$ cat src/sv/pip_pkg.sv
// shared types and constants for the point-in-polygon test core
// no dependencies; imported by every module of the block
package pip_pkg;

  // fixed field widths
  localparam int COORD_W   = 16;
  localparam int IDX_W     = 6;
  localparam int CNT_W     = 7;
  localparam int VERTEX_W  = 2 * COORD_W;
  localparam int TDATA_W   = 40;

  // selector codes carried on tuser
  localparam logic FUNC_LOAD = 1'b0;
  localparam logic FUNC_TEST = 1'b1;

  // one edge handed to the edge unit
  typedef struct packed {
    logic               vld;
    logic               last;
    logic [COORD_W-1:0] cx;
    logic [COORD_W-1:0] cy;
    logic [COORD_W-1:0] nx;
    logic [COORD_W-1:0] ny;
  } edge_req_t;

  // verdict for one edge
  typedef struct packed {
    logic vld;
    logic last;
    logic hit;
  } edge_rsp_t;

endpackage

$ cat src/sv/point_in_polygon_test_core.sv
// point-in-polygon test core: sequencer, vertex table and edge unit
// depends on pip_pkg, pip_vertex_mem and pip_edge_unit
//
// usage:
//   the slave stream takes one word per item; tuser selects a vertex load
//   (0) or a point test (1). a load writes one table slot in the cycle it
//   is accepted and gives no result; slots at or above MAX_VERTICES are
//   dropped. a test walks the table one vertex read per cycle, feeds each
//   edge to a two-stage compare unit and returns one master word with the
//   outside flag and the echoed point.
//   cfg_we_i writes vertex_count; counts above MAX_VERTICES are clamped.
//   write it and the table only while no test is in flight.
// sequencing:
//   a test reads its vertices through the single read port of the vertex
//   table; with fewer than two vertices in use it skips the walk and goes
//   straight to the result.
//   one item is worked on at a time.
// reset and stall:
//   reset clears the count and all control state; the table holds no valid
//   data until loaded. the result sits in an output register, so new items
//   are taken while it waits; a finished test holds until that register
//   frees up.
module point_in_polygon_test_core
  import pip_pkg::*;
#(
  parameter int MAX_VERTICES = 64
) (
  input  logic               clk_i,
  input  logic               rst_ni,
  // config
  input  logic               cfg_we_i,
  input  logic [CNT_W-1:0]   cfg_wdata_i,     // vertex_count
  // slave stream
  input  logic               s_axis_tvalid_i,
  output logic               s_axis_tready_o,
  input  logic [TDATA_W-1:0] s_axis_tdata_i,  // vertex_index, coord_x, coord_y, pad
  input  logic               s_axis_tuser_i,  // func
  // master stream
  output logic               m_axis_tvalid_o,
  input  logic               m_axis_tready_i,
  output logic [TDATA_W-1:0] m_axis_tdata_o   // is_outside, point_x, point_y, pad
);

  localparam int ADDR_W = (MAX_VERTICES > 1) ? $clog2(MAX_VERTICES) : 1;
  localparam int CW     = $clog2(MAX_VERTICES + 1);
  localparam int EXT_W  = (CW > CNT_W) ? CW : CNT_W;
  localparam int SW     = ((ADDR_W > IDX_W) ? ADDR_W : IDX_W) + 1;
  localparam int PAD_W  = TDATA_W - 1 - 2 * COORD_W;
  localparam logic [EXT_W-1:0] MAXV_EXT = EXT_W'(MAX_VERTICES);
  localparam logic [SW-1:0]    MAXV_SLT = SW'(MAX_VERTICES);

  typedef enum logic [1:0] {
    ST_IDLE,
    ST_WALK,
    ST_WAIT,
    ST_DONE
  } state_e;

  state_e             state_q;
  logic [CNT_W-1:0]   count_q;
  logic [CW-1:0]      nv_q, iss_q, nv_d;
  logic [EXT_W-1:0]   cnt_ext;
  logic               tag_vld_q, tag_first_q, tag_wrap_q;
  logic               par_q;
  logic [COORD_W-1:0] pt_x_q, pt_y_q;
  logic [COORD_W-1:0] first_x_q, first_y_q, prev_x_q, prev_y_q;
  logic               out_vld_q, out_outside_q;
  logic [COORD_W-1:0] out_x_q, out_y_q;

  logic               accept, is_load, slot_ok;
  logic [IDX_W-1:0]   in_slot;
  logic [COORD_W-1:0] in_x, in_y, rd_x, rd_y;
  logic               mem_we, mem_re;
  logic [VERTEX_W-1:0] rdata;
  edge_req_t          ereq;
  edge_rsp_t          ersp;

  // input word fields
  assign in_slot = s_axis_tdata_i[IDX_W-1:0];
  assign in_x    = s_axis_tdata_i[IDX_W +: COORD_W];
  assign in_y    = s_axis_tdata_i[IDX_W+COORD_W +: COORD_W];

  assign s_axis_tready_o = (state_q == ST_IDLE);
  assign accept          = s_axis_tvalid_i && s_axis_tready_o;
  assign is_load         = (s_axis_tuser_i == FUNC_LOAD);
  assign slot_ok         = (SW'(in_slot) < MAXV_SLT);

  // clamp the vertex count to the table depth
  assign cnt_ext = EXT_W'(count_q);
  assign nv_d    = (cnt_ext > MAXV_EXT) ? CW'(MAXV_EXT) : CW'(cnt_ext);

  // table access
  assign mem_we = accept && is_load && slot_ok;
  assign mem_re = (state_q == ST_WALK) && (iss_q < nv_q);

  pip_vertex_mem #(
    .DEPTH  (MAX_VERTICES),
    .ADDR_W (ADDR_W)
  ) u_mem (
    .clk_i   (clk_i),
    .we_i    (mem_we),
    .waddr_i (ADDR_W'(in_slot)),
    .wdata_i ({in_y, in_x}),
    .re_i    (mem_re),
    .raddr_i (iss_q[ADDR_W-1:0]),
    .rdata_o (rdata)
  );

  assign rd_x = rdata[COORD_W-1:0];
  assign rd_y = rdata[VERTEX_W-1:COORD_W];

  // edge from the previous vertex to the one just read, or back to the first
  always_comb begin
    ereq      = '0;
    ereq.vld  = tag_vld_q && !tag_first_q;
    ereq.last = tag_wrap_q;
    ereq.cx   = prev_x_q;
    ereq.cy   = prev_y_q;
    ereq.nx   = tag_wrap_q ? first_x_q : rd_x;
    ereq.ny   = tag_wrap_q ? first_y_q : rd_y;
  end

  pip_edge_unit u_edge (
    .clk_i  (clk_i),
    .rst_ni (rst_ni),
    .req_i  (ereq),
    .px_i   (pt_x_q),
    .py_i   (pt_y_q),
    .rsp_o  (ersp)
  );

  // sequencer, walk state and output register
  always_ff @(posedge clk_i or negedge rst_ni) begin
    if (!rst_ni) begin
      state_q       <= ST_IDLE;
      count_q       <= '0;
      nv_q          <= '0;
      iss_q         <= '0;
      tag_vld_q     <= 1'b0;
      tag_first_q   <= 1'b0;
      tag_wrap_q    <= 1'b0;
      par_q         <= 1'b0;
      pt_x_q        <= '0;
      pt_y_q        <= '0;
      first_x_q     <= '0;
      first_y_q     <= '0;
      prev_x_q      <= '0;
      prev_y_q      <= '0;
      out_vld_q     <= 1'b0;
      out_outside_q <= 1'b0;
      out_x_q       <= '0;
      out_y_q       <= '0;
    end else begin
      if (cfg_we_i) begin
        count_q <= cfg_wdata_i;
      end

      // issue tags are registered in step with the table read, so they line up with the read data
      tag_vld_q   <= (state_q == ST_WALK);
      tag_first_q <= (iss_q == '0);
      tag_wrap_q  <= (iss_q == nv_q);

      // capture vertices as they come out of the table
      if (tag_vld_q && !tag_wrap_q) begin
        prev_x_q <= rd_x;
        prev_y_q <= rd_y;
        if (tag_first_q) begin
          first_x_q <= rd_x;
          first_y_q <= rd_y;
        end
      end

      // crossing parity
      if (ersp.vld && ersp.hit) begin
        par_q <= ~par_q;
      end

      // result word taken and no new one loaded in its place
      if (out_vld_q && m_axis_tready_i && (state_q != ST_DONE)) begin
        out_vld_q <= 1'b0;
      end

      case (state_q)
        ST_IDLE: begin
          if (accept && !is_load) begin
            pt_x_q <= in_x;
            pt_y_q <= in_y;
            nv_q   <= nv_d;
            iss_q  <= '0;
            par_q  <= 1'b0;
            state_q <= (nv_d < CW'(2)) ? ST_DONE : ST_WALK;
          end
        end
        ST_WALK: begin
          if (iss_q == nv_q) begin
            state_q <= ST_WAIT;
          end else begin
            iss_q <= iss_q + CW'(1);
          end
        end
        ST_WAIT: begin
          if (ersp.vld && ersp.last) begin
            state_q <= ST_DONE;
          end
        end
        ST_DONE: begin
          if (!out_vld_q || m_axis_tready_i) begin
            out_vld_q     <= 1'b1;
            out_outside_q <= ~par_q;
            out_x_q       <= pt_x_q;
            out_y_q       <= pt_y_q;
            state_q       <= ST_IDLE;
          end
        end
        default: begin
          state_q <= ST_IDLE;
        end
      endcase
    end
  end

  assign m_axis_tvalid_o = out_vld_q;
  assign m_axis_tdata_o  = {{PAD_W{1'b0}}, out_y_q, out_x_q, out_outside_q};

  // a new result word only appears after a finished test
  a_result_from_done: assert property (@(posedge clk_i) disable iff (!rst_ni)
    $rose(m_axis_tvalid_o) |-> $past(state_q == ST_DONE))
    else $error("result word without a finished test");

  // edge verdicts only while a test is running
  a_rsp_in_test: assert property (@(posedge clk_i) disable iff (!rst_ni)
    ersp.vld |-> (state_q == ST_WALK || state_q == ST_WAIT))
    else $error("edge verdict outside a test");

  // table reads never overlap an idle port
  a_tag_busy: assert property (@(posedge clk_i) disable iff (!rst_ni)
    tag_vld_q |-> !s_axis_tready_o)
    else $error("table read in flight while taking input");

endmodule

$ cat src/sv/pip_vertex_mem.sv
// vertex table: one write port, one read port, registered read data
// depends on pip_pkg for the vertex word width
module pip_vertex_mem
  import pip_pkg::*;
#(
  parameter int DEPTH  = 64,
  parameter int ADDR_W = 6
) (
  input  logic                clk_i,
  input  logic                we_i,
  input  logic [ADDR_W-1:0]   waddr_i,
  input  logic [VERTEX_W-1:0] wdata_i,
  input  logic                re_i,
  input  logic [ADDR_W-1:0]   raddr_i,
  output logic [VERTEX_W-1:0] rdata_o
);

  logic [VERTEX_W-1:0] mem_q [DEPTH];

  // write port
  always_ff @(posedge clk_i) begin
    if (we_i) begin
      mem_q[waddr_i] <= wdata_i;
    end
  end

  // read port, registered read data
  always_ff @(posedge clk_i) begin
    if (re_i) begin
      rdata_o <= mem_q[raddr_i];
    end
  end

endmodule

$ cat src/sv/pip_edge_unit.sv
// two-stage edge crossing test: products registered, then compared
// depends on pip_pkg for the edge request and response structs
module pip_edge_unit
  import pip_pkg::*;
(
  input  logic               clk_i,
  input  logic               rst_ni,
  input  edge_req_t          req_i,
  input  logic [COORD_W-1:0] px_i,
  input  logic [COORD_W-1:0] py_i,
  output edge_rsp_t          rsp_o
);

  logic signed [COORD_W-1:0]   cx, cy, nx, ny, px, py;
  logic signed [COORD_W:0]     d_pn_x, d_cn_y, d_pn_y, d_cn_x;
  logic                        between;
  logic signed [2*COORD_W+1:0] lhs_d, rhs_d;
  logic signed [2*COORD_W+1:0] lhs_q, rhs_q;
  logic                        between_q, dpos_q, vld_q, last_q;
  logic                        hit;

  assign cx = $signed(req_i.cx);
  assign cy = $signed(req_i.cy);
  assign nx = $signed(req_i.nx);
  assign ny = $signed(req_i.ny);
  assign px = $signed(px_i);
  assign py = $signed(py_i);

  // differences and exact products
  assign d_pn_x  = {px[COORD_W-1], px} - {nx[COORD_W-1], nx};
  assign d_cn_y  = {cy[COORD_W-1], cy} - {ny[COORD_W-1], ny};
  assign d_pn_y  = {py[COORD_W-1], py} - {ny[COORD_W-1], ny};
  assign d_cn_x  = {cx[COORD_W-1], cx} - {nx[COORD_W-1], nx};
  assign lhs_d   = d_pn_x * d_cn_y;
  assign rhs_d   = d_pn_y * d_cn_x;
  assign between = ((cx < px) && (px < nx)) || ((cx > px) && (px > nx));

  // stage one: products
  always_ff @(posedge clk_i or negedge rst_ni) begin
    if (!rst_ni) begin
      vld_q     <= 1'b0;
      last_q    <= 1'b0;
      between_q <= 1'b0;
      dpos_q    <= 1'b0;
      lhs_q     <= '0;
      rhs_q     <= '0;
    end else begin
      vld_q     <= req_i.vld;
      last_q    <= req_i.last;
      between_q <= between;
      dpos_q    <= (d_cn_x > 0);
      lhs_q     <= lhs_d;
      rhs_q     <= rhs_d;
    end
  end

  // compare with the direction of the edge taken into account
  assign hit = between_q && (dpos_q ? (lhs_q >= rhs_q) : (lhs_q <= rhs_q));

  // stage two: verdict
  always_ff @(posedge clk_i or negedge rst_ni) begin
    if (!rst_ni) begin
      rsp_o <= '0;
    end else begin
      rsp_o.vld  <= vld_q;
      rsp_o.last <= last_q;
      rsp_o.hit  <= hit;
    end
  end

endmodule
$ cat config.mk
export PLATFORM = sky130hd
export DESIGN_NAME = point_in_polygon_test_core
export DESIGN_NICKNAME = d
export VERILOG_FILES = /design/src/sv/pip_pkg.sv /design/src/sv/point_in_polygon_test_core.sv /design/src/sv/pip_vertex_mem.sv /design/src/sv/pip_edge_unit.sv
export SDC_FILE = /design/constraint.sdc
export NUM_CORES = 2
export LEC_CHECK = 0
export BUFFER_PORTS_ARGS = -buffer_cell sky130_fd_sc_hd__buf_2
export CAP_MARGIN = 40
export CORE_ASPECT_RATIO = 1.4
export CORE_MARGIN = 2
export CORE_UTILIZATION = 50
export CTS_CLUSTER_SIZE = 10
export DETAILED_ROUTE_END_ITERATION = 8
export PLACE_DENSITY = 0.68
export SLEW_MARGIN = 20
export SYNTH_ARGS = -nofsm -noshare
export SYNTH_HDL_FRONTEND = slang
export SYNTH_SLANG_ARGS = --single-unit
$ cat constraint.sdc
create_clock -name clk_i -period 19.2 [get_ports clk_i]
set_clock_uncertainty 0.05 [all_clocks]
set_input_delay 3.84 -clock clk_i [delete_from_list [all_inputs] [get_ports clk_i]]
set_output_delay 3.84 -clock clk_i [all_outputs]
set_load 0.02 [all_outputs]
Word-level counts from Yosys, hierarchy flattened. Memories as Yosys holds them, arrays and structs flattened. A register that Yosys moved wholly into a read port is not among the register bits. Cells that the tools add are included.

$add $sub $neg: 5. Multipliers: 2. Divide/modulo/power cells: 0. Order comparisons: 10. Eq/ne operators: 10. Shift-type cells: 0. Mux-type cells: 21. Bitwise operators: 2. Reduce and logical (&&, ||, !) cells: 26.

Operators by type and width (number): $mul 17x17->34 (2); $sub 16x16->17 (4); $ge 34x34->1 (1); $le 34x34->1 (1); $gt 16x16->1 (2); $lt 16x16->1 (2); $mux 16 (2); $mux 7 (3); $gt 17x1->1 const B (1); $pmux 7 s2 (1); $logic_and 1x1->1 (13); $mux 2 (5); $mux 1 (9); $ne 2x2->1 const B (4); $pmux 2 s4 (1); $add 7x1->7 const B (1); $eq 7x7->1 (1); $gt 7x7->1 const B (1); $logic_not 7->1 (1); $lt 7x2->1 const B (1); $lt 7x7->1 (1); $reduce_and 2->1 (3); $eq 2x2->1 const B (2); $ne 2x1->1 const B (2); 8 further kinds (12).

Bits in registers: 232. Bits in latches: 0. Memory bits (writable): 2048. Memory bits (read-only): 0. Input port bits: 53. Memories: 1.

Memory list: u_mem.mem_q (words 64, width 32, read ports 1, clocked after Yosys merged registers in 1, write ports 1, line pip_vertex_mem.sv:18) `logic [VERTEX_W-1:0] mem_q [DEPTH];`.

Longest topological paths before layout.
Word-level depth: 6. Gate-level depth with buffers: 35.

Hierarchy. Synthesis repeated with hierarchy kept, for this count alone.

Cells, all modules: 6850. Area, all modules: 113089.7 um2.

Modules (own cells, without submodules): pip_vertex_mem (instances 1, cells each 3324, area each 78835.6 um2); pip_edge_unit (instances 1, cells each 3054, area each 27481.4 um2); point_in_polygon_test_core (instances 1, cells each 472, area each 6772.7 um2).

Worst setup path before layout. OpenSTA, ideal clock, no wires.

Path type: register to register. From: reg tag_wrap_q. To: reg u_edge.lhs_q[33]. Library setup time: 69 ps. Data arrival time: 8594 ps. Data required time: 19081 ps. Path slack: 10487 ps. Cell stages (with the launch flop): 33. Path buffers: 2. Clock period less this slack: 8713 ps. Path through: dfrtp_1 > clkbuf_1 > buf_1 > mux2i_1 > inv_1 > fa_1 > nor2b_1 > o21ai_1 > a21boi_1 > o21ai_1 > a21oi_1 > a21oi_1 > o21ai_1 > nor2_1 > fa_1 > inv_1 > fa_1 > inv_1 > fa_1 > fa_1 > fa_1 > inv_1 > fa_1 > inv_1 > ha_1 > a21oi_1 > o21ai_0 > nor4_1 > nor3b_1 > or3b_1 > a21oi_1 > or4_1 > nand3b_1.

Cells in the longest elaborated chain, start to end: 3. Elaborated cells on any way between the ends: 5. Those cells by class: add/sub (2); mul (1); mux (2).

RTL lines: from (decl) (line point_in_polygon_test_core.sv:63) `logic tag_vld_q, tag_first_q, tag_wrap_q;`; from (signal assigned) (line point_in_polygon_test_core.sv:161) `tag_wrap_q <= (iss_q == nv_q);`; $mux 16 (on tied branches) (line point_in_polygon_test_core.sv:119, point_in_polygon_test_core.sv:120); $sub 16x16->17 (on tied branches) (line pip_edge_unit.sv:30, pip_edge_unit.sv:31); $mul 17x17->34 * (line pip_edge_unit.sv:34) `assign lhs_d = d_pn_x * d_cn_y;`; net u_edge.lhs_d[33] (line pip_edge_unit.sv:17) `logic signed [2*COORD_W+1:0] lhs_d, rhs_d;`; to (signal assigned) (line pip_edge_unit.sv:52) `lhs_q <= lhs_d;`; to (decl) (line pip_edge_unit.sv:18) `logic signed [2*COORD_W+1:0] lhs_q, rhs_q;`.

Mark *: on every way through the listed nets, which the timed path passes. The rest lies on a longest branch. A chain may end at the register's enable or synchronous reset.

Final worst setup path. Ends and elaborated chain as after synthesis.

==> flow_summary.toml <==
[floorplan]
die_area_sq_um = 229700
core-area_sq_um = 224800
placement_rows = 206
start_util = 0.5023
die-height_um = 566.2
io_pins = 95
die_w_um = 405.6

[worst_setup_path]
critPathSlowestCell = "fa_1"
required_ns = 19.87
cp.arrival_ns = 10.72
cp_max_fo = 27
max_stage_delay_ns = 0.81
worst_setup_path_end_kind = "flop"
crit_path_start_kind = "flop"
crit_path_frequent_cell = "fa_1"
path_class = "reg2reg"
r2r-end = "u_edge.lhs_q[33]"
r2r_start = "tag_wrap_q"
reg2reg_slack_ns = 9.15
reg2reg_depth = 27

[route]
ant_nets = 0
drt_iter0_markers = 5878
route.detailed.drc = 0
viasPerCell = 5.976
dr.pass1.iters = 6
routedWlPerCell_um = 28.34
wirelength_um = 282800
vias = 59640

[grt]
track_usage = 0.2495
grt_max_degree = 123
overflow = 0
antenna_found_initial = 29
grt_pass1_wl_um = 417700
grt_pass1_vias = 63380

[min_path]
hold_path_depth = 0
hp-start = "u_edge.vld_q"
holdPathEnd = "u_edge.rsp_o[2]"
hold_class = "reg2reg"

[clock_tree]
clk_pin_slew_ns = 0.06
cts_root_buffer = "clkbuf_16"
clk_latency_ns = 0.81
cts_hold_buffers = 0
numCtsBuffers = 276
ctsResizeCount = 0
cts_tree = "yes"
post-cts-setup-buffers = 0
cts_sinks = 2312
clk_path_buf_depth = 4
htree_levels = 5

[synthesis]
yosysWarnings = 0
synth_area_sq_um = 112900
synth_top_flop_cell = "edfxtp_1"
ys_seq_elements = 2312
synthArstFlopShare = 0.1003
yosys.area.top_type = "edfxtp_1"
postSynthCellCount = 6537
synth-edff-count = 2080
postSynthAreaPerCell_sq_um = 17.27
yosysSeqAreaShare = 0.6047
ys_types = 81
synth_area_leaders = "edfxtp_1 (55%), mux4_2 (13%), fa_1 (11%), dfrtp_1 (5.1%), ha_1 (3.3%)"
synth_top_area_share = 0.5532

[timing]
rsz0062_at_grt = "no"
slew_viol_final = 0
fin_setup_tns_ns = 0
min_period_ns = 10.05
tightestPinTransition_ns = 1.010
hold_viol_final = 0
finalCritPeriodShare = 0.5233
fmax_mhz = 99.52
slew-limit-headroom = 0.3270
setup_viol = 0

[cells_and_area]
syn2layout_area_growth_pct = 12.29
fin_nets = 7843
drive_gt1_frac = 0.2201

[placed_design]
io_buffers = 85
gp_congestion = 0.9252
dpl.hpwl_um = 184500

[status]
status = "completed"

[flow_run]
maxCapViolCount = 0
==> kinds of logic (layout without fill, tap and decap cells) <==
logic type               after synthesis  count (layout)  share of synthesized area
buffers and inverters                958            1372                    0.03311
XOR/XNOR                             147             147                    0.01154
flip-flops                          2312            2312                     0.6047
multiplexers                         831             831                     0.1496
adder cells (fa/ha/maj)              894             894                     0.1387
AND/OR/NAND/NOR                     1030            1030                    0.04139
other                                  1              13                 0.00003322
AO/OA/AOI/OAI                        364             364                    0.02099
==> per-layer routing <==
layer | part of all wire | global-route usage
met1 | 0.37 | 0.3107
met2 | 0.53 | 0.4424
met3 | 0.062 | 0.03556
met4 | 0.041 | 0.09115
met5 | 0.00040 | 0
==> state kept, by name, summed over array words and instances (netlist names), 16 cells and up <==
name and flops:
pt_y_q 16, u_edge.rhs_q 34, first_y_q 16, first_x_q 16, u_mem.mem_q 2048, prev_x_q 16, out_y_q 16, prev_y_q 16
u_mem.rdata_o 32, u_edge.lhs_q 34, out_x_q 16, pt_x_q 16
==> synth_stat cells, types with 7 or more instances <==
cell and number:
inv_1 704, clkbuf_1 164, mux2_2 122, or3_1 9, nor2b_1 55, o2111ai_1 7
nand2b_1 35, nor2_1 326, and3_1 15, o211ai_1 11, buf_1 30, o21ai_0 72
a21o_1 34, or2_2 7, and2_1 69, buf_2 39, a21oi_1 98, mux2i_1 37
fa_1 596, mux4_2 670, o21a_1 24, a211oi_1 10, nand3_1 34, xor2_1 45
nand3b_1 12, edfxtp_1 2080, o21ai_1 15, nand2_1 379, nand4_1 21, nor4_1 7
a31oi_1 20, dfrtp_1 232, xnor2_1 100, nor3_1 29, o21bai_1 15, buf_4 15
ha_1 298
==> layout by cell type, fill, tap and decap left out, drive strengths merged, types with 34 or more instances in the layout <==
master | netlist | routed
a21o | 34 | 34
a21oi | 99 | 99
and2 | 69 | 69
buf | 89 | 326
clkbuf | 164 | 317
dfrtp | 232 | 232
edfxtp | 2080 | 2080
fa | 596 | 596
ha | 298 | 298
inv | 705 | 713
mux2 | 122 | 122
mux2i | 37 | 37
mux4 | 672 | 672
nand2 | 379 | 379
nand2b | 35 | 35
nand3 | 34 | 34
nor2 | 326 | 326
nor2b | 55 | 55
o21ai | 87 | 87
xnor2 | 100 | 100
xor2 | 47 | 47
==> layout make-up <==
type | instances | area (sq um)
repair buffers | 328 | 3069
flip-flops and latches | 2312 | 68280
multi-input cells | 3273 | 41470
inverters | 705 | 2646
fillers | 17100 | 97980
well taps | 3016 | 3774
clock inverters | 24 | 340.3
clock buffers | 315 | 7169
diodes | 6 | 15.01
==> how the worst max path moves through the flow <==
stage	from	end	slack [ns]
floorplan	tag_wrap_q	u_edge.lhs_q[33]	10.49
global placement	tag_wrap_q	u_edge.lhs_q[33]	8.97
detailed placement	tag_wrap_q	u_edge.lhs_q[33]	9.26
CTS	tag_wrap_q	u_edge.lhs_q[33]	9.20
global route	tag_wrap_q	u_edge.lhs_q[33]	8.44
finish	tag_wrap_q	u_edge.lhs_q[33]	9.15
==> per-stage QoR <==
step	utilization	std cells	instance area [sq um]	hold slack, ns	worst slack, ns
after floorplan	-	6543	112900	0.2812	10.49
after global placement	0.5247	9561	117900	0.2844	8.971
after detailed placement	0.5297	9622	119000	0.2911	9.259
after CTS	0.5631	9961	126600	0.3038	9.202
after global routing	0.5640	9975	126800	0.3045	8.443
final	0.5640	9979	126800	0.3056	9.152
==> worst max-delay path, delay by kind of cell, from the launching register on <==
kind / cells / cell delay (ns)
buffers and inverters: 2 / 0.57
AO/OA/AOI/OAI: 9 / 2.15
adder cells (fa/ha/maj): 8 / 4.18
AND/OR/NAND/NOR: 7 / 1.98
multiplexers: 1 / 0.51
flip-flops: 1 / 0.48
Power is left out: the tool's default activity adds up to more than one toggle a clock period on the data nets, which glitch-free logic cannot reach.
